===== config.mk =====
export PLATFORM = sky130hd
export DESIGN_NAME = grs_queue
export DESIGN_NICKNAME = d
export VERILOG_FILES = /design/src/hdl/grs_pkg.sv /design/src/hdl/grs_queue.sv
export SDC_FILE = /design/constraint.sdc
export NUM_CORES = 1
export LEC_CHECK = 0
export BUFFER_PORTS_ARGS = -buffer_cell sky130_fd_sc_hd__buf_2
export CORE_ASPECT_RATIO = 1.2
export CORE_MARGIN = 2
export CORE_UTILIZATION = 44
export DETAILED_ROUTE_END_ITERATION = 12
export SYNTH_ARGS = -nofsm -noshare
export SYNTH_HDL_FRONTEND = slang
export SYNTH_SLANG_ARGS = --single-unit

===== constraint.sdc =====
create_clock -name clk -period 2.9 [get_ports clk]
set_input_delay 0.145 -clock clk [delete_from_list [all_inputs] [get_ports clk]]
set_output_delay 0.145 -clock clk [all_outputs]
set_load 0.05 [all_outputs]

===== src/hdl/grs_pkg.sv =====
// Shared types, constants and the binomial tap function for the 2x reduce block.
`default_nettype none

package grs_pkg;

  // Configuration registers, by index (address bit 2)
  localparam int CFG_W = 13;
  localparam logic [CFG_W-1:0] CFG_SIZE_RESET = 13'd64;
  localparam logic REG_FRAME_WIDTH  = 1'b0;
  localparam logic REG_FRAME_HEIGHT = 1'b1;

  // Kernel length and the number of line slots kept for vertical taps
  localparam int NTAPS  = 5;
  localparam int NSLOTS = 4;

  // Depth of the job queue between front and back
  localparam int QUEUE_DEPTH = 4;

  // Widths of the generic binomial sum (covers pixels up to 16 bits)
  localparam int BINOM_IN_W  = 20;
  localparam int BINOM_OUT_W = 24;

  // Source of one vertical tap: the current row's blur or a stored line slot
  typedef struct packed {
    logic       cur;
    logic [1:0] slot;
  } vsel_t;

  // Control part of one job handed from front to back
  typedef struct packed {
    logic                    emit;
    logic                    row_end;
    logic                    frame_end;
    logic [1:0]              wslot;
    vsel_t [NTAPS-1:0]       sel;
  } job_ctl_t;

  // a0 + 4*a1 + 6*a2 + 4*a3 + a4, by shifts and adds
  function automatic logic [BINOM_OUT_W-1:0] binom5(
    input logic [BINOM_IN_W-1:0] a0,
    input logic [BINOM_IN_W-1:0] a1,
    input logic [BINOM_IN_W-1:0] a2,
    input logic [BINOM_IN_W-1:0] a3,
    input logic [BINOM_IN_W-1:0] a4
  );
    logic [BINOM_OUT_W-1:0] e0, e1, e2, e3, e4;
    e0 = BINOM_OUT_W'(a0);
    e1 = BINOM_OUT_W'(a1);
    e2 = BINOM_OUT_W'(a2);
    e3 = BINOM_OUT_W'(a3);
    e4 = BINOM_OUT_W'(a4);
    return e0 + (e1 << 2) + (e2 << 2) + (e2 << 1) + (e3 << 2) + e4;
  endfunction

endpackage

`default_nettype wire


===== src/hdl/grs_queue.sv =====
// Short job queue that decouples the front end from the back end.
`default_nettype none

module grs_queue #(
  parameter int DW = 8
) (
  input  wire logic          clk,
  input  wire logic          rst,
  input  wire logic          push,
  input  wire logic [DW-1:0] push_data,
  output      logic          full,
  input  wire logic          pop,
  output      logic [DW-1:0] pop_data,
  output      logic          empty
);

  localparam int DEPTH = grs_pkg::QUEUE_DEPTH;
  localparam int PW    = $clog2(DEPTH);
  localparam int CW    = $clog2(DEPTH + 1);

  logic [DW-1:0] entry [DEPTH];
  logic [PW-1:0] head, tail;
  logic [CW-1:0] count;

  assign full     = (count == CW'(DEPTH));
  assign empty    = (count == '0);
  assign pop_data = entry[head];

  // Advance pointers and the fill count
  always_ff @(posedge clk) begin
    if (rst) begin
      head  <= '0;
      tail  <= '0;
      count <= '0;
    end else begin
      if (push) begin
        tail <= tail + PW'(1);
      end
      if (pop) begin
        head <= head + PW'(1);
      end
      if (push && !pop) begin
        count <= count + CW'(1);
      end else if (pop && !push) begin
        count <= count - CW'(1);
      end
    end
  end

  // Store the pushed job
  always_ff @(posedge clk) begin
    if (push) begin
      entry[tail] <= push_data;
    end
  end

endmodule

`default_nettype wire


# Word level (Yosys, flattened, before mapping)

Memory sizes are Yosys's and may differ from the RTL's. A register that Yosys moved wholly into a read port is not among the register bits.
Index checks and enable logic that the tools add are counted.

Logic and storage cells: 21
Input bits: 12
Memory bits (writable): 32
Memories kept: 1
Register bits after elaboration: 7

Memory list:

| name  | depth | width | rd ports | clocked after memory_dff | wr ports | line            | source |
|---|---|---|---|---|---|---|---|
| entry | 4     | 8     | 1        | 1                        | 1        | grs_queue.sv:21 | `logic [DW-1:0] entry [DEPTH];` |

Multiplexer cells: 6
Add/subtract/negate cells: 4
Equality and inequality tests: 1
Reductions and logical operators: 6

Operators with widths:

| cell                  | count |
|---|---|
| $mux W3               | 2 |
| $add A2 B1 Y2 const B | 2 |
| $mux W2               | 2 |
| $add A3 B1 Y3 const B | 1 |
| $eq A3 B3 Y1 const B  | 1 |
| $logic_not A3 Y1      | 1 |
| $sub A3 B1 Y3 const B | 1 |
| $logic_and A1 B1 Y1   | 2 |
| $logic_not A1 Y1      | 2 |
| $mux W1               | 2 |
| $reduce_bool A2 Y1    | 1 |

# Logic depth before layout (Yosys ltp)

Gate-level depths: netlist of run 1.

Word-level depth: 4
Gate-level depth with buffers: 7

# Least setup slack after synthesis of run 1

Ideal clock, no wire load.

Path type: register -> output
Start: register count[1]
End: output port full
Data required time: 2.755 ns
Arrival time: 1.502 ns
Setup slack: 1.253 ns
Buffers on the path: 0
Cell stages (with the launch flop): 2
Cell sequence: dfxtp_1 nor3b_1

Longest elaborated chain between the ends: 1

Ends and longest elaborated chain:

| element                | line            | source |
|---|---|---|
| from (decl)            | grs_queue.sv:23 | `logic [CW-1:0] count;` |
| from (signal assigned) | grs_queue.sv:43 | `count <= count + CW'(1);` |
| from (signal assigned) | grs_queue.sv:45 | `count <= count - CW'(1);` |
| $eq A3 B3 Y1           | grs_queue.sv:25 | `assign full = (count == CW'(DEPTH));` |
| to (decl)              | grs_queue.sv:11 | `output logic full,` |

No other way between the ends.

==> run_results.csv, run 1 <==
group,metric,value,unit
outcome,status,"finished with violations",
outcome,violations,"design-rule violations",
yosys,syn_area,1590,µm²
timing,finalCriticalPeriod,1.93,ns
timing,setup_ws,0.966,ns
final_layout,fillers,287,
grt,grt_usage,13.7,%
clock_tree,clockRootBuffer,"clkbuf_8",
floorplanning,die_w,58.8,µm
run,drv_cap,0,
final_layout,layout.nets,129,
critical_path,worst_path_max_delay_cell,"dfxtp_1",
yosys,syn_inst,86,
critical_path,crit_family,"flip-flops",
final_layout,finish.instance_area,1810,µm²
clock_tree,clk_latency,0.29,ns
critical_path,crit_path_max_incr_delay,0.69,ns
floorplanning,die_area,4100,µm²
drt,drcViolationCount,2,
grt,gr-total-overflow,0,
critical_path,cp_cell_sequence,"mux4_2 -> buf_2",
grt,first_global_vias,854,
yosys,syn_area_per_cell,18.4,µm²
floorplanning,io_pins,22,
timing,finalHoldViolCount,0,
drt,wirelength,2320,µm
critical_path,critPathLaunchType,"flop",
critical_path,end_kind,"output port",
timing,holdWs,0.0635,ns
clock_tree,cts_tree,"built",
pwr,power_density,705,nW/µm²
drt,num_vias,765,
yosys,async_flop_share,0,%
floorplanning,initial_core_util,46.7,%
critical_path,r2r_start,"count[0]",
yosys,synth_warnings,0,
pwr,switching_share,28.4,%
yosys,synth_most_common_cell,"edfxtp_1",
place,io_buffers,21,
clock_tree,h-tree-depth,2,
final_layout,drive_above_1_share,33.0,%
yosys,ys_top_cells_by_area,"edfxtp_1, dfxtp_1, mux4_2",
worst_hold_path,min_from,"push_data[5]",
timing,slew_violations,0,
critical_path,cp.arrival,1.79,ns
pwr,internal_power,0.912,mW
pwr,p_switching,0.362,mW
timing,finalCritPeriodShare,66.7,%
grt,antenna_found_initial,0,
place,globalplace.congestion,0.639,
yosys,synth_top_cell_by_area,"edfxtp_1",
final_layout,insertedDiodeCount,0,
timing,fin_tns_setup,0,ns
pwr,seqPwrFrac,54.8,%
clock_tree,clkSinkCount,41,
pwr,ir_drop,0.274,mV
drt,drtIter0Drc,17,
yosys,synth_edf_count,32,
grt,grt_max_degree,15,
final_layout,syn2layout_area_growth,13.9,%
worst_hold_path,hp-class,"in2reg",
place,post_dp_cell_area,1720,µm²
timing,rsz0062_at_grt,"no",
critical_path,cp.required,2.76,ns
drt,post_drt_wl_per_cell,15.5,µm
yosys,synthTopCellsByCount,"edfxtp_1, dfxtp_1, mux4_2",
grt,grt_pass1_wl,3950,µm
timing,skew,0.00546,ns
clock_tree,path_clk_slew,0.07,ns
yosys,seq_area_frac_synth,71.9,%
critical_path,criticalPathCategory,"reg2out",
timing,worst_pin_slew,0.574,ns
clock_tree,post_cts_buffers,0,
yosys,synth.ff_latch_count,41,
yosys,yosysTopAreaCellShare,60.6,%
yosys,synthFlopType,"edfxtp_1",
drt,drtAntennaViolNets,0,
floorplanning,die_h,69.8,µm
critical_path,crit_fanout,8,
critical_path,path_buf_inv,1,
final_layout,post-route-util,53.2,%
pwr,comb_power_share,16.4,%
pwr,total_power,1.27,mW
clock_tree,cts_buffers,5,
floorplanning,num_rows,23,
final_layout,instances_no_fill,149,
place,dp.cells,141,
floorplanning,core-area,3400,µm²
pwr,leakage,0.663,nW
place,pre_cts_ws,1.25,ns
drt,avgViaCountPerCell,5.13,
yosys,syn-num-nets,104,
clock_tree,hold_buffers,0,
yosys,yosys.cell_types.count,20,
timing,slew_headroom,61.7,%
clock_tree,clk_path_buf_depth,2,
place,hpwl,1610,µm
pwr,pwr-share-clk,28.7,%
timing,max_freq,517,MHz
drt,drtPass1Iterations,8,
timing,setup-violations-final,0,
clock_tree,cts_resized,0,
[layer usage]
layer	up-vias	share of wire, %	global-route usage, %
li1	367	-	-
met1	370	39	13.9
met2	22	52	22.7
met3	6	6.0	5.97
met4	0	2.5	7.58
met5	-	0	0
[logic make-up after synthesis]
| family | Yosys count | share of synthesized area [%] |
|---|---|---|
| multiplexers | 10 | 12.6 |
| XOR/XNOR | 5 | 2.76 |
| AND/OR/NAND/NOR | 15 | 4.65 |
| AO/OA/AOI/OAI | 2 | 0.630 |
| flip-flops | 41 | 71.9 |
| adder cells (fa/ha/maj) | 6 | 5.21 |
| buffers and inverters | 7 | 2.21 |
[final timing paths]
path	endpoint	slack [ns]	cells after the start
worst min register to register	count[2]	0.51	2
worst max register to register	count[2]	1.42	4
worst min-delay path	entry[2][5]	0.06	1
worst max-delay path	pop_data[6]	0.97	2
[layout make-up]
class / count / area [µm²] / share of cell area [%]
sequential: 41 / 1140 / 63.2
clock inverter: 3 / 20.0 / 1.11
inverter: 4 / 15.0 / 0.831
multi-input combinational: 38 / 410 / 22.7
timing repair buffer: 21 / 105 / 5.82
tap: 37 / 46.3 / 2.56
clock buffer: 5 / 68.8 / 3.81
[power by group through the flow]
stage / sequential, mW / clock, mW / combinational (mW)
after CTS: 0.700 / 0.379 / 0.212
after global routing: 0.704 / 0.409 / 0.226
final: 0.699 / 0.366 / 0.209
after global placement: 0.711 / 0 / 0.207
after floorplan: 0.698 / 0 / 0.177
after detailed placement: 0.713 / 0 / 0.212
[worst reg2reg max path: stages (launching register included)]
cell	delay, ns
dfxtp_1	0.36
fa_1	0.44
xor2_1	0.18
or3_1	0.30
a21oi_1	0.14
[flip-flops by register name, indices dropped and copies added (netlist names), named ones only]
name	count
tail	2
entry	32
count	3
head	2
[cell usage in the layout (no fill, tap or decap), types with 3 or more instances in the layout]
cell type,count
and2_1,4
buf_2,21
clkbuf_8,5
dfxtp_1,9
edfxtp_1,32
ha_1,5
inv_1,4
mux4_2,8
nor2_1,7
xor2_1,3
Power figures use the tool's default switching activity.
==> run 2, diff against run 1 <==
==> constraint.sdc (replaced) <==
create_clock -name clk -period 1.9 [get_ports clk]
set_input_delay 0.095 -clock clk [delete_from_list [all_inputs] [get_ports clk]]
set_output_delay 0.095 -clock clk [all_outputs]
set_load 0.05 [all_outputs]
==> run_results.csv, run 2 (synthesis results as in run 1) <==
group,metric,value,unit
final_layout,drive_above_1_share,33.6,%
clock_tree,clk_latency,0.29,ns
final_layout,instances_no_fill,150,
timing,slew_headroom,71.3,%
grt,grt_pass1_wl,3750,µm
pwr,total_power,2.09,mW
critical_path,critPathLaunchType,"flop",
clock_tree,clkSinkCount,41,
outcome,violations,"design-rule violations",
final_layout,post-route-util,54.5,%
clock_tree,hold_buffers,0,
floorplanning,die_area,4100,µm²
final_layout,final_common_cell,"edfxtp_1",
timing,fin_tns_setup,0,ns
final_layout,largest_reg_flops,32,
clock_tree,cts_tree,"built",
timing,slew_violations,0,
outcome,status,"finished with violations",
final_layout,finish.instance_area,1850,µm²
place,globalplace.congestion,0.635,
floorplanning,die_h,69.8,µm
critical_path,crit_fanout,8,
clock_tree,clockRootBuffer,"clkbuf_8",
grt,first_global_vias,799,
critical_path,cp.arrival,1.56,ns
place,post_dp_cell_area,1730,µm²
drt,drtIter0Drc,12,
timing,setup_ws,0.247,ns
timing,rsz0062_at_grt,"no",
drt,drtAntennaViolNets,0,
grt,grt_max_degree,14,
place,io_buffers,21,
drt,avgViaCountPerCell,5.01,
drt,num_vias,752,
grt,grt.met2_usage,20.4,%
place,pre_cts_ws,0.320,ns
place,dp.cells,142,
floorplanning,core-area,3400,µm²
timing,worst_pin_slew,0.430,ns
critical_path,r2r_start,"count[0]",
run,drv_cap,0,
clock_tree,cts_buffers,5,
clock_tree,post_cts_buffers,0,
timing,setup-violations-final,0,
worst_hold_path,min_from,"push_data[3]",
pwr,leakage,0.688,nW
floorplanning,num_rows,23,
grt,grt_usage,13.2,%
pwr,power_density,1130,nW/µm²
clock_tree,cts_resized,0,
timing,finalCriticalPeriod,1.65,ns
worst_hold_path,hp-class,"in2reg",
final_layout,fillers,288,
final_layout,top_regs,"entry (32), count (3)",
grt,grtUsageMet3,6.16,%
critical_path,cp.required,1.80,ns
drt,wirelength,2300,µm
drt,drtPass1Iterations,8,
critical_path,criticalPathCategory,"reg2out",
pwr,ir_drop,0.565,mV
drt,post_drt_wl_per_cell,15.4,µm
grt,busiest_layer,"met2",
clock_tree,path_clk_slew,0.08,ns
clock_tree,clk_path_buf_depth,2,
timing,holdWs,0.0216,ns
timing,finalCritPeriodShare,87.0,%
final_layout,insertedDiodeCount,0,
drt,drcViolationCount,2,
grt,use_met1,15.0,%
final_layout,largest_register,"entry",
timing,finalHoldViolCount,0,
grt,antenna_found_initial,0,
final_layout,syn2layout_area_growth,16.6,%
final_layout,final_cell_mix,"edfxtp_1, buf_2, dfxtp_1, mux4_2, nor2_1",
floorplanning,io_pins,22,
floorplanning,initial_core_util,46.7,%
grt,gr-total-overflow,0,
timing,skew,0.00299,ns
final_layout,layout.nets,130,
floorplanning,die_w,58.8,µm
timing,max_freq,605,MHz
clock_tree,h-tree-depth,2,
critical_path,end_kind,"output port",
==> run 2: changes by cell type in the layout (fill, tap and decap cells not counted), sizes merged <==
cell / previous run / this run
clkbuf: 5 / 7
inv: 6 / 4
buf: 21 / 22
clkinv: 0 / 1
clkinvlp: 1 / 0
==> run 2: per-layer routing <==
metal / up-vias / share of wire (%)
met4: 0 / 2.3
met1: 356 / 40
met3: 5 / 5.9
met2: 20 / 51
li1: 371 / -
met5: - / 0
==> run 2: report_power, final <==
part / switching, mW / leakage [nW] / internal (mW)
combinational: 0.221 / 0.255 / 0.112
clock: 0.286 / 0.0645 / 0.416
sequential: 0.0331 / 0.368 / 1.02
total: 0.540 / 0.688 / 1.55
==> run 2: cell type report <==
type	count	area [µm²]	area share [%]
Clock inverter	1	5.00	0.271
Multi-Input combinational cell	38	410	22.2
Timing Repair Buffer	22	113	6.09
Tap cell	37	46.3	2.50
Clock buffer	7	119	6.43
Sequential cell	41	1140	61.7
Inverter	4	15.0	0.812
==> run 2: final timing paths <==
| kind | to | slack, ns | cells after the start |
|---|---|---|---|
| min | entry[2][3] | 0.02 | 1 |
| max | pop_data[6] | 0.25 | 3 |
| max reg2reg | count[2] | 0.42 | 4 |
| min reg2reg | count[2] | 0.51 | 2 |
==> run 2: critical path: stages, from the launching register on <==
cell and delay, ns:
dfxtp_1 0.31, buf_4 0.21, mux4_2 0.53, buf_2 0.23
