$ cat src/hdl/grs_pkg.sv
// Shared types, constants and the binomial tap function for the 2x reduce block.
`default_nettype none

package grs_pkg;

  // Configuration registers, by index (address bit 2)
  localparam int CFG_W = 13;
  localparam logic [CFG_W-1:0] CFG_SIZE_RESET = 13'd64;
  localparam logic REG_FRAME_WIDTH  = 1'b0;
  localparam logic REG_FRAME_HEIGHT = 1'b1;

  // Kernel length and the number of line slots kept for vertical taps
  localparam int NTAPS  = 5;
  localparam int NSLOTS = 4;

  // Depth of the job queue between front and back
  localparam int QUEUE_DEPTH = 4;

  // Widths of the generic binomial sum (covers pixels up to 16 bits)
  localparam int BINOM_IN_W  = 20;
  localparam int BINOM_OUT_W = 24;

  // Source of one vertical tap: the current row's blur or a stored line slot
  typedef struct packed {
    logic       cur;
    logic [1:0] slot;
  } vsel_t;

  // Control part of one job handed from front to back
  typedef struct packed {
    logic                    emit;
    logic                    row_end;
    logic                    frame_end;
    logic [1:0]              wslot;
    vsel_t [NTAPS-1:0]       sel;
  } job_ctl_t;

  // a0 + 4*a1 + 6*a2 + 4*a3 + a4, by shifts and adds
  function automatic logic [BINOM_OUT_W-1:0] binom5(
    input logic [BINOM_IN_W-1:0] a0,
    input logic [BINOM_IN_W-1:0] a1,
    input logic [BINOM_IN_W-1:0] a2,
    input logic [BINOM_IN_W-1:0] a3,
    input logic [BINOM_IN_W-1:0] a4
  );
    logic [BINOM_OUT_W-1:0] e0, e1, e2, e3, e4;
    e0 = BINOM_OUT_W'(a0);
    e1 = BINOM_OUT_W'(a1);
    e2 = BINOM_OUT_W'(a2);
    e3 = BINOM_OUT_W'(a3);
    e4 = BINOM_OUT_W'(a4);
    return e0 + (e1 << 2) + (e2 << 2) + (e2 << 1) + (e3 << 2) + e4;
  endfunction

endpackage

`default_nettype wire

$ cat src/hdl/grs_front.sv
// Front end: pixel counters, 5-pixel window, horizontal blur and job building.
`default_nettype none

module grs_front #(
  parameter int MAX_WIDTH  = 4096,
  parameter int MAX_HEIGHT = 4096,
  parameter int PIXEL_BITS = 8
) (
  input  wire logic                               clk,
  input  wire logic                               rst,
  input  wire logic                               restart,
  input  wire logic [grs_pkg::CFG_W-1:0]          frame_width,
  input  wire logic [grs_pkg::CFG_W-1:0]          frame_height,
  input  wire logic                               pixel_valid,
  input  wire logic [PIXEL_BITS-1:0]              pixel,
  output      logic                               pixel_stall,
  input  wire logic                               q_full,
  output      logic                               push,
  output      grs_pkg::job_ctl_t                  job_ctl,
  output      logic [PIXEL_BITS+3:0]              job_hb,
  output      logic [$clog2(MAX_WIDTH/2)-1:0]     job_co
);

  localparam int XW  = $clog2(MAX_WIDTH);
  localparam int YW  = $clog2(MAX_HEIGHT);
  localparam int WW  = $clog2(MAX_WIDTH + 1);
  localparam int HW  = $clog2(MAX_HEIGHT + 1);
  localparam int AW  = $clog2(MAX_WIDTH / 2);
  localparam int HBW = PIXEL_BITS + 4;
  localparam int BI  = grs_pkg::BINOM_IN_W;

  logic [XW-1:0]         column_count;
  logic [YW-1:0]         row_count;
  logic [PIXEL_BITS-1:0] win [grs_pkg::NTAPS];
  logic [PIXEL_BITS-1:0] win_next [grs_pkg::NTAPS];

  logic [WW-1:0] w_eff;
  logic [HW-1:0] h_eff;
  logic          accept;
  logic          x_last, y_last;
  logic          tx_even, tx_last, tx_trig;
  logic          ty_even, ty_last, ty_trig;
  logic [XW-1:0] cx;
  logic [YW-1:0] cy;
  logic [grs_pkg::BINOM_OUT_W-1:0] hb_wide;
  grs_pkg::vsel_t [grs_pkg::NTAPS-1:0] sel;

  // Clamp the configured size to [2, MAX]
  always_comb begin
    if (frame_width < grs_pkg::CFG_W'(2)) begin
      w_eff = WW'(2);
    end else if (32'(frame_width) > 32'(MAX_WIDTH)) begin
      w_eff = WW'(MAX_WIDTH);
    end else begin
      w_eff = WW'(frame_width);
    end
    if (frame_height < grs_pkg::CFG_W'(2)) begin
      h_eff = HW'(2);
    end else if (32'(frame_height) > 32'(MAX_HEIGHT)) begin
      h_eff = HW'(MAX_HEIGHT);
    end else begin
      h_eff = HW'(frame_height);
    end
  end

  assign pixel_stall = q_full;
  assign accept      = pixel_valid && !q_full;

  // Window update: the first pixel of a row fills all taps (left border)
  always_comb begin
    for (int k = 0; k < grs_pkg::NTAPS; k++) begin
      if (column_count == '0) begin
        win_next[k] = pixel;
      end else if (k == grs_pkg::NTAPS - 1) begin
        win_next[k] = pixel;
      end else begin
        win_next[k] = win[k+1];
      end
    end
  end

  // Column and row triggers; a center is complete at even positions of two or more
  // or at the last position of an even size
  assign x_last  = (WW'(column_count) == w_eff - WW'(1));
  assign y_last  = (HW'(row_count) == h_eff - HW'(1));
  assign tx_even = !column_count[0] && (column_count >= XW'(2));
  assign tx_last = x_last && !w_eff[0];
  assign tx_trig = tx_even || tx_last;
  assign ty_even = !row_count[0] && (row_count >= YW'(2));
  assign ty_last = y_last && !h_eff[0];
  assign ty_trig = ty_even || ty_last;
  assign cx      = tx_even ? column_count - XW'(2) : column_count - XW'(1);
  assign cy      = ty_even ? row_count - YW'(2) : row_count - YW'(1);

  // Horizontal blur; at the right border the last pixel repeats
  always_comb begin
    if (tx_even) begin
      hb_wide = grs_pkg::binom5(BI'(win_next[0]), BI'(win_next[1]), BI'(win_next[2]),
                                BI'(win_next[3]), BI'(win_next[4]));
    end else begin
      hb_wide = grs_pkg::binom5(BI'(win_next[1]), BI'(win_next[2]), BI'(win_next[3]),
                                BI'(win_next[4]), BI'(win_next[4]));
    end
  end

  // Vertical tap sources: rows clamped to [0, current row]
  always_comb begin
    logic signed [YW+1:0] rs;
    logic [YW-1:0]        rc;
    for (int k = 0; k < grs_pkg::NTAPS; k++) begin
      rs = $signed({2'b00, cy}) + $signed((YW+2)'(k)) - $signed((YW+2)'(2));
      if (rs[YW+1]) begin
        rc = '0;
      end else if (rs >= $signed({2'b00, row_count})) begin
        rc = row_count;
      end else begin
        rc = YW'(rs);
      end
      sel[k].cur  = (rc == row_count);
      sel[k].slot = rc[1:0];
    end
  end

  // Job to the back end: every trigger column writes the line store
  assign push              = accept && tx_trig;
  assign job_hb            = HBW'(hb_wide);
  assign job_co            = AW'(cx >> 1);
  assign job_ctl.emit      = ty_trig;
  assign job_ctl.row_end   = x_last;
  assign job_ctl.frame_end = x_last && y_last;
  assign job_ctl.wslot     = row_count[1:0];
  assign job_ctl.sel       = sel;

  // Advance the raster position; a configuration write restarts the frame
  always_ff @(posedge clk) begin
    if (rst || restart) begin
      column_count <= '0;
      row_count    <= '0;
    end else if (accept) begin
      if (x_last) begin
        column_count <= '0;
        row_count    <= y_last ? '0 : row_count + YW'(1);
      end else begin
        column_count <= column_count + XW'(1);
      end
    end
  end

  // Hold the window between transfers
  always_ff @(posedge clk) begin
    if (accept) begin
      for (int k = 0; k < grs_pkg::NTAPS; k++) begin
        win[k] <= win_next[k];
      end
    end
  end

endmodule

`default_nettype wire

$ cat config.mk
export PLATFORM = sky130hd
export DESIGN_NAME = grs_front
export DESIGN_NICKNAME = d
export VERILOG_FILES = /design/src/hdl/grs_pkg.sv /design/src/hdl/grs_front.sv
export SDC_FILE = /design/constraint.sdc
export NUM_CORES = 1
export LEC_CHECK = 0
export BUFFER_PORTS_ARGS = -buffer_cell sky130_fd_sc_hd__buf_2
export CAP_MARGIN = 20
export CORE_UTILIZATION = 62
export DETAILED_ROUTE_END_ITERATION = 16
export MAX_ROUTING_LAYER = met4
export PLACE_DENSITY = 0.88
export SYNTH_ARGS = -nofsm -noshare
export SYNTH_HDL_FRONTEND = slang
export SYNTH_SLANG_ARGS = --single-unit
$ cat constraint.sdc
create_clock -name clk -period 7.3 [get_ports clk]
set_input_delay 1.095 -clock clk [delete_from_list [all_inputs] [get_ports clk]]
set_output_delay 1.095 -clock clk [all_outputs]
set_load 0.1 [all_outputs]
======== Word level (Yosys, flattened, before mapping) ========
Memory sizes are Yosys's and may differ from the RTL's.
Cells that the tools add are included.
word-level totals
  register bits after elaboration ......... 24
  bits in writable memories ............... 40
  bits of input ports ..................... 39
  memories ................................ 1
operators by class
  $add $sub $neg .......................... 27
  $lt $le $gt $ge ......................... 11
  eq/ne operators ......................... 7
  mux-type cells .......................... 25
  reduce and logical (&&, ||, !) cells .... 17
memories
  name  words  bits a word  read ports  clocked after Yosys merged registers in  wr ports  RTL line         text
  win   5      8            4           0                                        5         grs_front.sv:34  logic [PIXEL_BITS-1:0] win [grs_pkg::NTAPS];
operators by type and width
  cell                     count
  $mux W12                 15
  $eq A12 B12 Y1           5
  $ge A14 B13 Y1           4
  $sub A13 B2 Y14 const B  4
  $mux W13                 4
  $mux W8                  4
  $add A12 B2 Y13 const B  2
  $eq A12 B13 Y1           2
  $gt A13 B13 Y1 const B   2
  $lt A13 B2 Y1 const B    2
  $sub A13 B1 Y13 const B  2
  $add A11 B10 Y12         2
  $add A12 B1 Y12 const B  2
  $add A12 B10 Y12         2
  $add A12 B8 Y12          2
  $add A12 B9 Y12          2
  $ge A12 B2 Y1 const B    2
  $sub A12 B1 Y12 const B  2
  $sub A12 B2 Y12 const B  2
  $add A8 B10 Y11          2
  $add A12 B1 Y13 const B  1
  $add A12 B3 Y13 const B  1
  $ge A13 B13 Y1           1
  $sub A12 B2 Y13 const B  1
  6 further kinds          19

======== Depth between registers and ports, before layout ========
Gate-level depths: netlist (run 1).
  depth after elaboration ................. 9
  depth in mapped cells ................... 23

======== Worst setup path after synthesis (run 1) ========
Ideal clock, no wire load.
  path kind ............................... reg-to-output
  start point ............................. register column_count[4]
  end point ............................... output port job_hb[7]
  arrival time ............................ 6.597 ns
  data required time ...................... 6.205 ns
  slack ................................... -0.392 ns
  stages on the path, launching flop included .. 20
  buffers on the path ..................... 3
  cell sequence ........................... dfxtp_1 > clkbuf_1 > nor4_1 > and3_1 > clkbuf_1 > nand2_1 > clkbuf_1 > a21oi_1 > inv_1 > fa_1 > fa_1 > fa_1 > ha_1 > inv_1 > fa_1 > nor2b_1 > o21ai_0 > nand2_1 > nor2_1 > o31ai_1
RTL lines
  what                      RTL line          text
  start: declaration        grs_front.sv:32   logic [XW-1:0] column_count;
  start signal: assignment  grs_front.sv:144  column_count <= column_count + XW'(1);
  end: declaration          grs_front.sv:20   output logic [PIXEL_BITS+3:0] job_hb,

==> impl_metrics.toml, run 1 <==
[placement]
number_of_buffer_cells_added_on_primary_ports = 83
dp_cells = 1287
routabilityCongestion = 1.08
hpwl_um = 18400

[layout]
instances_no_fill = 1295
n_antenna_cell = 0
fin_nets = 1313
drive_gt1_share_pct = 14.9
fill_cells = 1036
area.growth.synth_to_final_pct = 9.24
finalCoreUtilization_pct = 70.0

[min_path]
min_delay_endpoint = "column_count[1]"
holdCritPathClass = "register to register"
holdPathStages = 2
hold_path.startpoint = "column_count[1]"

[clock_tree]
root_buf_cell = "clkbuf_16"
insertion_delay_ns = 0.30
worst_setup_hold_path_clk_slew_ns = 0.08
h_tree_levels = 2
ctsHoldBuffers = 0
clkSinkCount = 56
tritoncts = "yes"
clock_path_buffers = 2
cts_buffers = 5

[drt]
num_vias = 8375
detail-route-antenna-nets = 0
post_drt_wl_per_cell_um = 18.1
drt-initial-drc-count = 797
drt_first_pass_iters = 5
wl_um = 23500
detailed_route_drc_error_count = 0
via_per_inst = 6.47

[outcome]
run_status = "complete, no violations"

[grt]
grt_residual_overflow = 0
first_global_vias = 8122
grt_max_degree = 40
first_pass_grt_wire_length_um = 38200
grt_antenna_before_repair = 0
grt_usage_pct = 33.0

[setup_path]
endpoint_class_of_the_critical_path = "output pin"
setup.worst_path.class = "register to output pin"
cp.required_ns = 6.20
critical_path.max_fanout = 19
critical_path.reg2reg.endpoint = "row_count[10]"
worst_r2r_startpoint = "row_count[4]"
ordered_list_of_cells_on_the_worst_path = "buf_4 > ha_1 > or3_1 > o211a_1 > o211ai_1 > xnor2_2 > clkinv_1 > or3_1 > nor3_1 > nor2_1 > ha_1 > nor2b_1 > o21ai_0 > nand2b_1 > a221o_1 > a211oi_1 > o41ai_1 > a32o_1 > buf_2"
critPathSlowestCell = "a211oi_1"
worstPathBufferInverterCount = 3
data_arrival_time_of_the_critical_path_ns = 5.84
startpoint_type = "register"
crit_path_largest_cell_delay_ns = 0.53
reg2regPathDepth = 9
timing.reg2reg.setup_slack_ns = 3.97
critical_path.top_delay_family = "compound AO/OA/AOI/OAI gates"

[sta]
final.period_utilization_pct = 95.0
rsz0062_at_grt = "no"
worst-slew-pin-transition_ns = 0.952
fmax_ghz = 0.144
max_slew_margin_pct = 36.1
report.final.slew_viol_count = 0
hold_viol_final = 0
report.final.setup_viol = 0
fin_worst_skew_ns = 0.00584
finalWorstPathRequiredPeriod_ns = 6.94

[yosys]
synth_top_cell_by_area = "ha_1"
synth.area.top_cells = "ha_1 14%, fa_1 13%, edfxtp_1 11%"
asyncSetResetFlopFracSynth_pct = 0
ys.warnings.count = 0
syn_area_per_cell_um2 = 8.53
synth.net_count = 1254
yosys_register_bits = 56
synth.top_cell.area_share_pct = 14.0
ys_seq_area_share_pct = 16.0
dominantRegCellSynth = "edfxtp_1"
syn-cell-area_um2 = 8990
synth-edff-count = 32
netlist_instances = 1055
synth_cell_type_count = 79

[run]
max_cap_viol_count = 0

[floorplanning]
chip_width_um = 122
die_area_um2 = 15000
row_count = 43
die_height_um = 122
core_region_area_um2 = 14000
initial_utilization_pct = 64.1
pin_count = 84

[power]
ir_drop_mv = 0.572
static-leakage-power_nw = 4.08
power.density_nw_per_um2 = 243
-- layout by cell type (no fill, tap or decap), types with 13 or more instances in the layout --
master and n:
a21o_1 30, a21oi_1 67, and3_1 18, buf_2 79
buf_4 20, dfxtp_1 23, edfxtp_1 32, fa_1 59
ha_1 100, inv_1 77, mux2i_1 16, nand2_1 60
nand3_1 34, nand4_1 16, nor2_1 85, nor3_1 33
nor4_1 13, o21ai_0 34, xnor2_1 77, xor2_1 22
-- cell families after synthesis --
kind of cell | Yosys count | share of synthesized area, %
simple gates | 328 | 18.9
compound gates | 249 | 19.0
fa+ha+maj | 160 | 27.2
buf+inv | 137 | 6.11
xor+xnor | 101 | 10.0
flops | 56 | 16.0
mux | 24 | 2.75
-- synthesized netlist by cell type (6+ instances only) --
master	n
o21a_1	11
and3_1	18
edfxtp_1	32
a31oi_1	7
dfxtp_1	24
o21bai_1	6
mux2i_1	18
o211ai_1	7
xor2_1	22
nand2_1	61
nand3_1	34
xnor2_1	77
nand2b_1	8
inv_1	77
ha_1	101
fa_1	59
or3_1	11
nor2b_1	7
nor2_1	85
nand4_1	16
a21oi_1	72
nor4_1	14
a211oi_1	10
mux2_2	6
clkbuf_1	38
nor3_1	34
o21ai_0	34
o21ai_1	6
buf_4	6
o31ai_1	12
a21o_1	30
-- per-stage QoR --
| stage | setup TNS (ns) | total power, mW | area, um2 | setup WS [ns] | hold WS (ns) |
|---|---|---|---|---|---|
| 2_1_floorplan | -0.678 | 1.81 | 9020 | -0.339 | 0.496 |
| 3_3_place_gp | 0 | 2.09 | 9640 | 0.712 | 0.531 |
| 3_5_place_dp | 0 | 2.14 | 9640 | 0.387 | 0.553 |
| 4_1_cts | 0 | 2.39 | 9790 | 0.0121 | 0.572 |
| 5_1_grt | 0 | 2.53 | 9830 | 0.0134 | 0.613 |
| 6_report | 0 | 2.39 | 9830 | 0.365 | 0.574 |
-- what timing repair did --
item | 4_1_cts | 5_1_grt
setup endpoints to repair | 0 | 3
endpoints found under the hold margin | 0 | 0
setup buffers | 0 | 0
gates resized for setup | 0 | 8
-- worst register-to-register path, delay by kind of cell, from the launching register on --
family	cells	cell delay [ns]
DFF	1	0.75
buffers and inverters	1	0.30
AOI/OAI and AO/OA	5	1.06
and+or+nand+nor	3	1.07
-- registers in the layout, indices dropped and copies added, names as in the netlist --
name / cells
win: 32
row_count: 12
column_count: 12
-- power by group --
group	internal, mW	leakage (nW)	switching, mW
Combinational	0.532	3.51	1.26
Sequential	0.345	0.495	0.00363
Clock	0.130	0.0751	0.119
Total	1.01	4.08	1.38
-- metal layers --
layer | global-route usage [%] | share of wire (%) | up-vias
li1 | - | - | 3899
met1 | 40.4 | 40 | 3972
met2 | 55.3 | 49 | 432
met3 | 4.60 | 8.0 | 72
met4 | 12.2 | 3.3 | 0
met5 | - | 0 | -
-- area by class of cell --
type,count,area (um2),share of cell area [%]
Clock buffer,5,125,1.27
Clock inverter,3,23.8,0.242
Inverter,86,323,3.29
Multi-Input combinational cell,862,7060,71.9
Sequential cell,56,1440,14.7
Tap cell,180,225,2.29
Timing Repair Buffer,103,626,6.37
-- worst max path at each step --
stage,startpoint,end,slack [ns],cells past startpoint
after CTS,column_count[4],job_hb[11],0.01,20
after global routing,column_count[4],job_hb[11],0.01,21
final,row_count[1],job_ctl[5],0.36,19
after floorplan,row_count[1],job_ctl[0],-0.34,18
after global placement,pixel[1],job_hb[11],0.71,20
after detailed placement,column_count[4],job_hb[11],0.39,20
No activity file was read; power rests on OpenSTA's default activity.
==> inputs of run 2 (changes only) <==
CORE_UTILIZATION = 63   (was 62)
CTS_BUF_LIST = sky130_fd_sc_hd__clkbuf_8   (was not set)
HOLD_SLACK_MARGIN = 0.15   (was not set)
PLACE_DENSITY = 0.89   (was 0.88)
==> run 2 against run 1 <==
Effect of this change: wire length hardly changed; sequential power barely moved; register-to-register slack gained 0.07 ns; clock skew grew 0.0056 ns; largest power group unchanged; highest routed layer unchanged.
==> impl_metrics.toml, run 2 (synthesis gave the netlist of run 1 again) <==
[sta]
max_slew_margin_pct = 35.8
fin_worst_hold_slack_ns = 0.585
worst-slew-pin-transition_ns = 0.957
finalWorstPathRequiredPeriod_ns = 6.95
fin_worst_skew_ns = 0.0115
report.final.slew_viol_count = 0
setup_ws_ns = 0.354
fmax_ghz = 0.144
report.final.setup_viol = 0
rsz0062_at_grt = "no"
hold_viol_final = 0
final.period_utilization_pct = 95.1

[floorplanning]
pin_count = 84
initial_utilization_pct = 64.8
die_area_um2 = 14800
chip_width_um = 121
core_region_area_um2 = 13900
die_height_um = 121
row_count = 43

[clock_tree]
insertion_delay_ns = 0.32
root_buf_cell = "clkbuf_8"
h_tree_levels = 2
clock_path_buffers = 2
cts_buffers = 5
worst_setup_hold_path_clk_slew_ns = 0.11
cts_post_setup_buffers_inserted = 0
clkSinkCount = 56
tritoncts = "yes"

[placement]
area_of_placed_instances_um2 = 9660
placement.setup.worst_slack_ns = 0.506
number_of_buffer_cells_added_on_primary_ports = 83
routabilityCongestion = 0.990
hpwl_um = 18300
dp_cells = 1289

[grt]
grt_use_met1_pct = 42.4
grt_usage_pct = 33.7
first_global_vias = 8019
globalRouteMet2Util_pct = 55.3
grt_max_degree = 40
first_pass_grt_wire_length_um = 38600
grt_residual_overflow = 0
grt_antenna_before_repair = 0
layer_with_the_highest_usage_after_global_routing = "met2"
grt_util_met3_pct = 4.09

[run]
max_cap_viol_count = 0

[layout]
final_cell_mix = "100 x ha_1, 85 x nor2_1, 79 x buf_2, 77 x inv_1, 77 x xnor2_1"
fin_nets = 1315
top_regs = "win x32, column_count x12, row_count x12"
n_antenna_cell = 0
finalInstanceArea_um2 = 9780
drive_gt1_share_pct = 15.0
registers.top_by_ff_count = "win"
instances_no_fill = 1297
commonest_non_fill_non_tap_cell_in_the_layout = "ha_1"
area.growth.synth_to_final_pct = 8.71
max_reg_flops = 32

[power]
pwr-share-seq_pct = 14.7
share_clk_of_total_power_pct = 7.8
report.power.total_mw = 2.37
switching_power_mw = 1.41
static-leakage-power_nw = 4.07
ir_drop_mv = 0.538
swShare_pct = 59.6
cell_internal_pwr_mw = 0.958
power.density_nw_per_um2 = 243
share_comb_of_total_power_pct = 77.5

[setup_path]
setup.worst_path.class = "register to output pin"
critical_path.max_fanout = 15
data_arrival_time_of_the_critical_path_ns = 5.85
startpoint_type = "register"
endpoint_class_of_the_critical_path = "output pin"
cp.required_ns = 6.20

[drt]
wl_um = 23500
num_vias = 8352
detailed_route_drc_error_count = 0
post_drt_wl_per_cell_um = 18.1
via_per_inst = 6.44
drt_first_pass_iters = 7
detail-route-antenna-nets = 0
drt-initial-drc-count = 745

[outcome]
run_status = "complete, no violations"

[min_path]
holdCritPathClass = "register to register"
[run 2: stage by stage]
step           util, %  TNS, ns
2_1_floorplan        -   -0.678
3_3_place_gp      69.6        0
3_5_place_dp      69.6        0
4_1_cts           70.3        0
5_1_grt           70.4        0
6_report          70.4        0
[run 2: final timing paths]
check                                startpoint               to  slack (ns)  cells after the start
worst max register to register     row_count[4]     row_count[5]        4.04                      9
worst min-delay path            column_count[1]  column_count[1]        0.58                      2
worst max-delay path               row_count[4]      job_ctl[10]        0.35                     19
worst min register to register  column_count[1]  column_count[1]        0.58                      2
[run 2: metal layers]
| layer | vias to the layer above | part of all wire (%) |
|---|---|---|
| li1 | 3895 | - |
| met1 | 3967 | 41 |
| met2 | 416 | 49 |
| met3 | 74 | 7.3 |
| met4 | 0 | 3.2 |
| met5 | - | 0 |
[run 2: final cells by class]
cell class	instances	area, um2
Multi-Input combinational cell	862	7050
Fill cell	1035	4100
Sequential cell	56	1440
Timing Repair Buffer	105	641
Inverter	86	323
Tap cell	180	225
Clock buffer	5	68.8
Clock inverter	3	26.3
[run 2: critical path, stage by stage (launching register included)]
cell,delay (ns)
dfxtp_1,0.53
or4_1,0.67
o41ai_2,0.34
buf_4,0.21
o221ai_4,0.23
inv_1,0.17
ha_1,0.30
nand2_1,0.16
nor2_1,0.26
nand2_1,0.12
xnor2_1,0.17
mux2_2,0.28
ha_1,0.26
o21a_1,0.11
o21ai_0,0.26
a21oi_1,0.10
or3_1,0.31
a21oi_1,0.40
mux2i_1,0.23
buf_2,0.44
[run 2: power groups by stage]
stage	clock network, mW	logic, mW	registers (mW)
finish	0.186	1.84	0.349
global placement	0	1.74	0.355
detailed placement	0	1.82	0.356
global route	0.196	1.96	0.350
floorplan	0	1.46	0.355
CTS	0.186	1.83	0.349
[run 2: repair_timing]
| item | CTS | global route |
|---|---|---|
| hold endpoints to repair | 0 | 0 |
| resized for setup | 0 | 8 |
| endpoints found under the setup margin | 0 | 3 |
| hold buffers | 0 | 0 |
==> inputs of run 3 (changes only) <==
==> constraint.sdc (replaced) <==
create_clock -name clk -period 7.3 [get_ports clk]
set_input_delay 1.095 -clock clk [delete_from_list [all_inputs] [get_ports clk]]
set_output_delay 1.095 -clock clk [all_outputs]
set_load 0.01 [all_outputs]
==> run 3 against run 2 <==
Effect of this change: non-clock buffer count decreased by 3; hold slack got worse by 0.0026 ns; power decreased by 34%; combinational power decreased by 43%; cell count decreased by 0.23%; maximum frequency increased by 0.88%; first-iteration DRC count increased by 13%; critical path type unchanged; largest power group unchanged.
==> impl_metrics.toml, run 3 (synthesis gave the netlist of run 1 again) <==
[outcome]
run_status = "complete, no violations"

[clock_tree]
cts_buffers = 5
clkSinkCount = 56
tritoncts = "yes"
insertion_delay_ns = 0.32
worst_setup_hold_path_clk_slew_ns = 0.10
h_tree_levels = 2
post_cts_resized = 0
root_buf_cell = "clkbuf_8"
cts_post_setup_buffers_inserted = 0
clock_path_buffers = 2
ctsHoldBuffers = 0

[layout]
finalCoreUtilization_pct = 69.6
top_regs = "win x32, column_count x12, row_count x12"
finalInstanceArea_um2 = 9670
final_cell_mix = "101 x ha_1, 85 x nor2_1, 83 x buf_2, 78 x inv_1, 77 x xnor2_1"
registers.top_by_ff_count = "win"
drive_gt1_share_pct = 13.9
fill_cells = 1083
commonest_non_fill_non_tap_cell_in_the_layout = "ha_1"
fin_nets = 1312
instances_no_fill = 1294
max_reg_flops = 32
area.growth.synth_to_final_pct = 7.46
n_antenna_cell = 0

[grt]
grt_antenna_before_repair = 0
first_pass_grt_wire_length_um = 39000
grt_residual_overflow = 0
grt_max_degree = 40
first_global_vias = 8107
grt_usage_pct = 34.4

[power]
report.power.total_mw = 1.57
power.density_nw_per_um2 = 163
ir_drop_mv = 0.158
static-leakage-power_nw = 4.03

[drt]
post_drt_wl_per_cell_um = 18.7
wl_um = 24100
detailed_route_drc_error_count = 0
num_vias = 8395
via_per_inst = 6.49
drt_first_pass_iters = 6
drt-initial-drc-count = 844
detail-route-antenna-nets = 0

[sta]
setup_total_negative_slack_ns = 0
max_slew_margin_pct = 29.9
fin_worst_skew_ns = 0.00810
worst-slew-pin-transition_ns = 1.04
setup_ws_ns = 0.415
fin_worst_hold_slack_ns = 0.582
hold_viol_final = 0
final.period_utilization_pct = 94.3
report.final.setup_viol = 0
rsz0062_at_grt = "no"
finalWorstPathRequiredPeriod_ns = 6.88
fmax_ghz = 0.145
report.final.slew_viol_count = 0

[setup_path]
data_arrival_time_of_the_critical_path_ns = 5.79
endpoint_class_of_the_critical_path = "output pin"
critical_path.max_fanout = 13
worst_r2r_startpoint = "column_count[2]"
setup.worst_path.class = "register to output pin"
cp.required_ns = 6.20
startpoint = "row_count[6]"
startpoint_type = "register"

[floorplanning]
core_region_area_um2 = 13900
chip_width_um = 121
die_height_um = 121
initial_utilization_pct = 64.8
die_area_um2 = 14800
row_count = 43
pin_count = 84

[placement]
area_of_placed_instances_um2 = 9560
dp_cells = 1286
routabilityCongestion = 0.999
placement.setup.worst_slack_ns = 0.518
hpwl_um = 18800
number_of_buffer_cells_added_on_primary_ports = 83

[run]
max_cap_viol_count = 0

[min_path]
hold_path.startpoint = "column_count[1]"
holdCritPathClass = "register to register"
[run 3: where the power goes]
part | internal, mW | switching, mW
sequential | 0.345 | 0.00390
combinational | 0.474 | 0.579
clock | 0.0662 | 0.103
[run 3: per-layer routing]
| layer | vias up | part of all wire (%) | GRT usage, % |
|---|---|---|---|
| met3 | 83 | 7.4 | 4.98 |
| met1 | 3998 | 41 | 42.2 |
| met2 | 416 | 48 | 56.5 |
| li1 | 3898 | - | - |
| met4 | 0 | 3.6 | 14.7 |
| met5 | - | 0 | - |
[run 3: final cells by class]
type | count | area, um2 | share of cell area (%)
timing repair buffer | 102 | 558 | 5.77
tap | 180 | 225 | 2.33
multi-input combinational | 862 | 7030 | 72.8
clock inverter | 3 | 16.3 | 0.168
clock buffer | 5 | 68.8 | 0.712
inverter | 86 | 323 | 3.34
sequential | 56 | 1440 | 14.9
[run 3: worst paths after layout]
kind                      to  slack, ns  cells past startpoint
max reg2reg     row_count[1]       3.54                      9
min          column_count[1]       0.58                      2
max               job_ctl[5]       0.42                     17
min reg2reg  column_count[1]       0.58                      2
[run 3: worst max-delay path, cell delays in order, from the launching register on]
cell and delay [ns]:
dfxtp_1 0.48, nor4_1 0.66, nand4_1 0.47, o221ai_4 0.57, ha_1 0.35, nand2_1 0.13, or3_1 0.43, nor3_1 0.21
nor2_1 0.09, ha_1 0.29, nor2b_1 0.13, o21ai_0 0.14, nand2b_1 0.08, a221o_1 0.31, a211oi_1 0.57, o41ai_1 0.17
a32o_1 0.25, buf_2 0.14
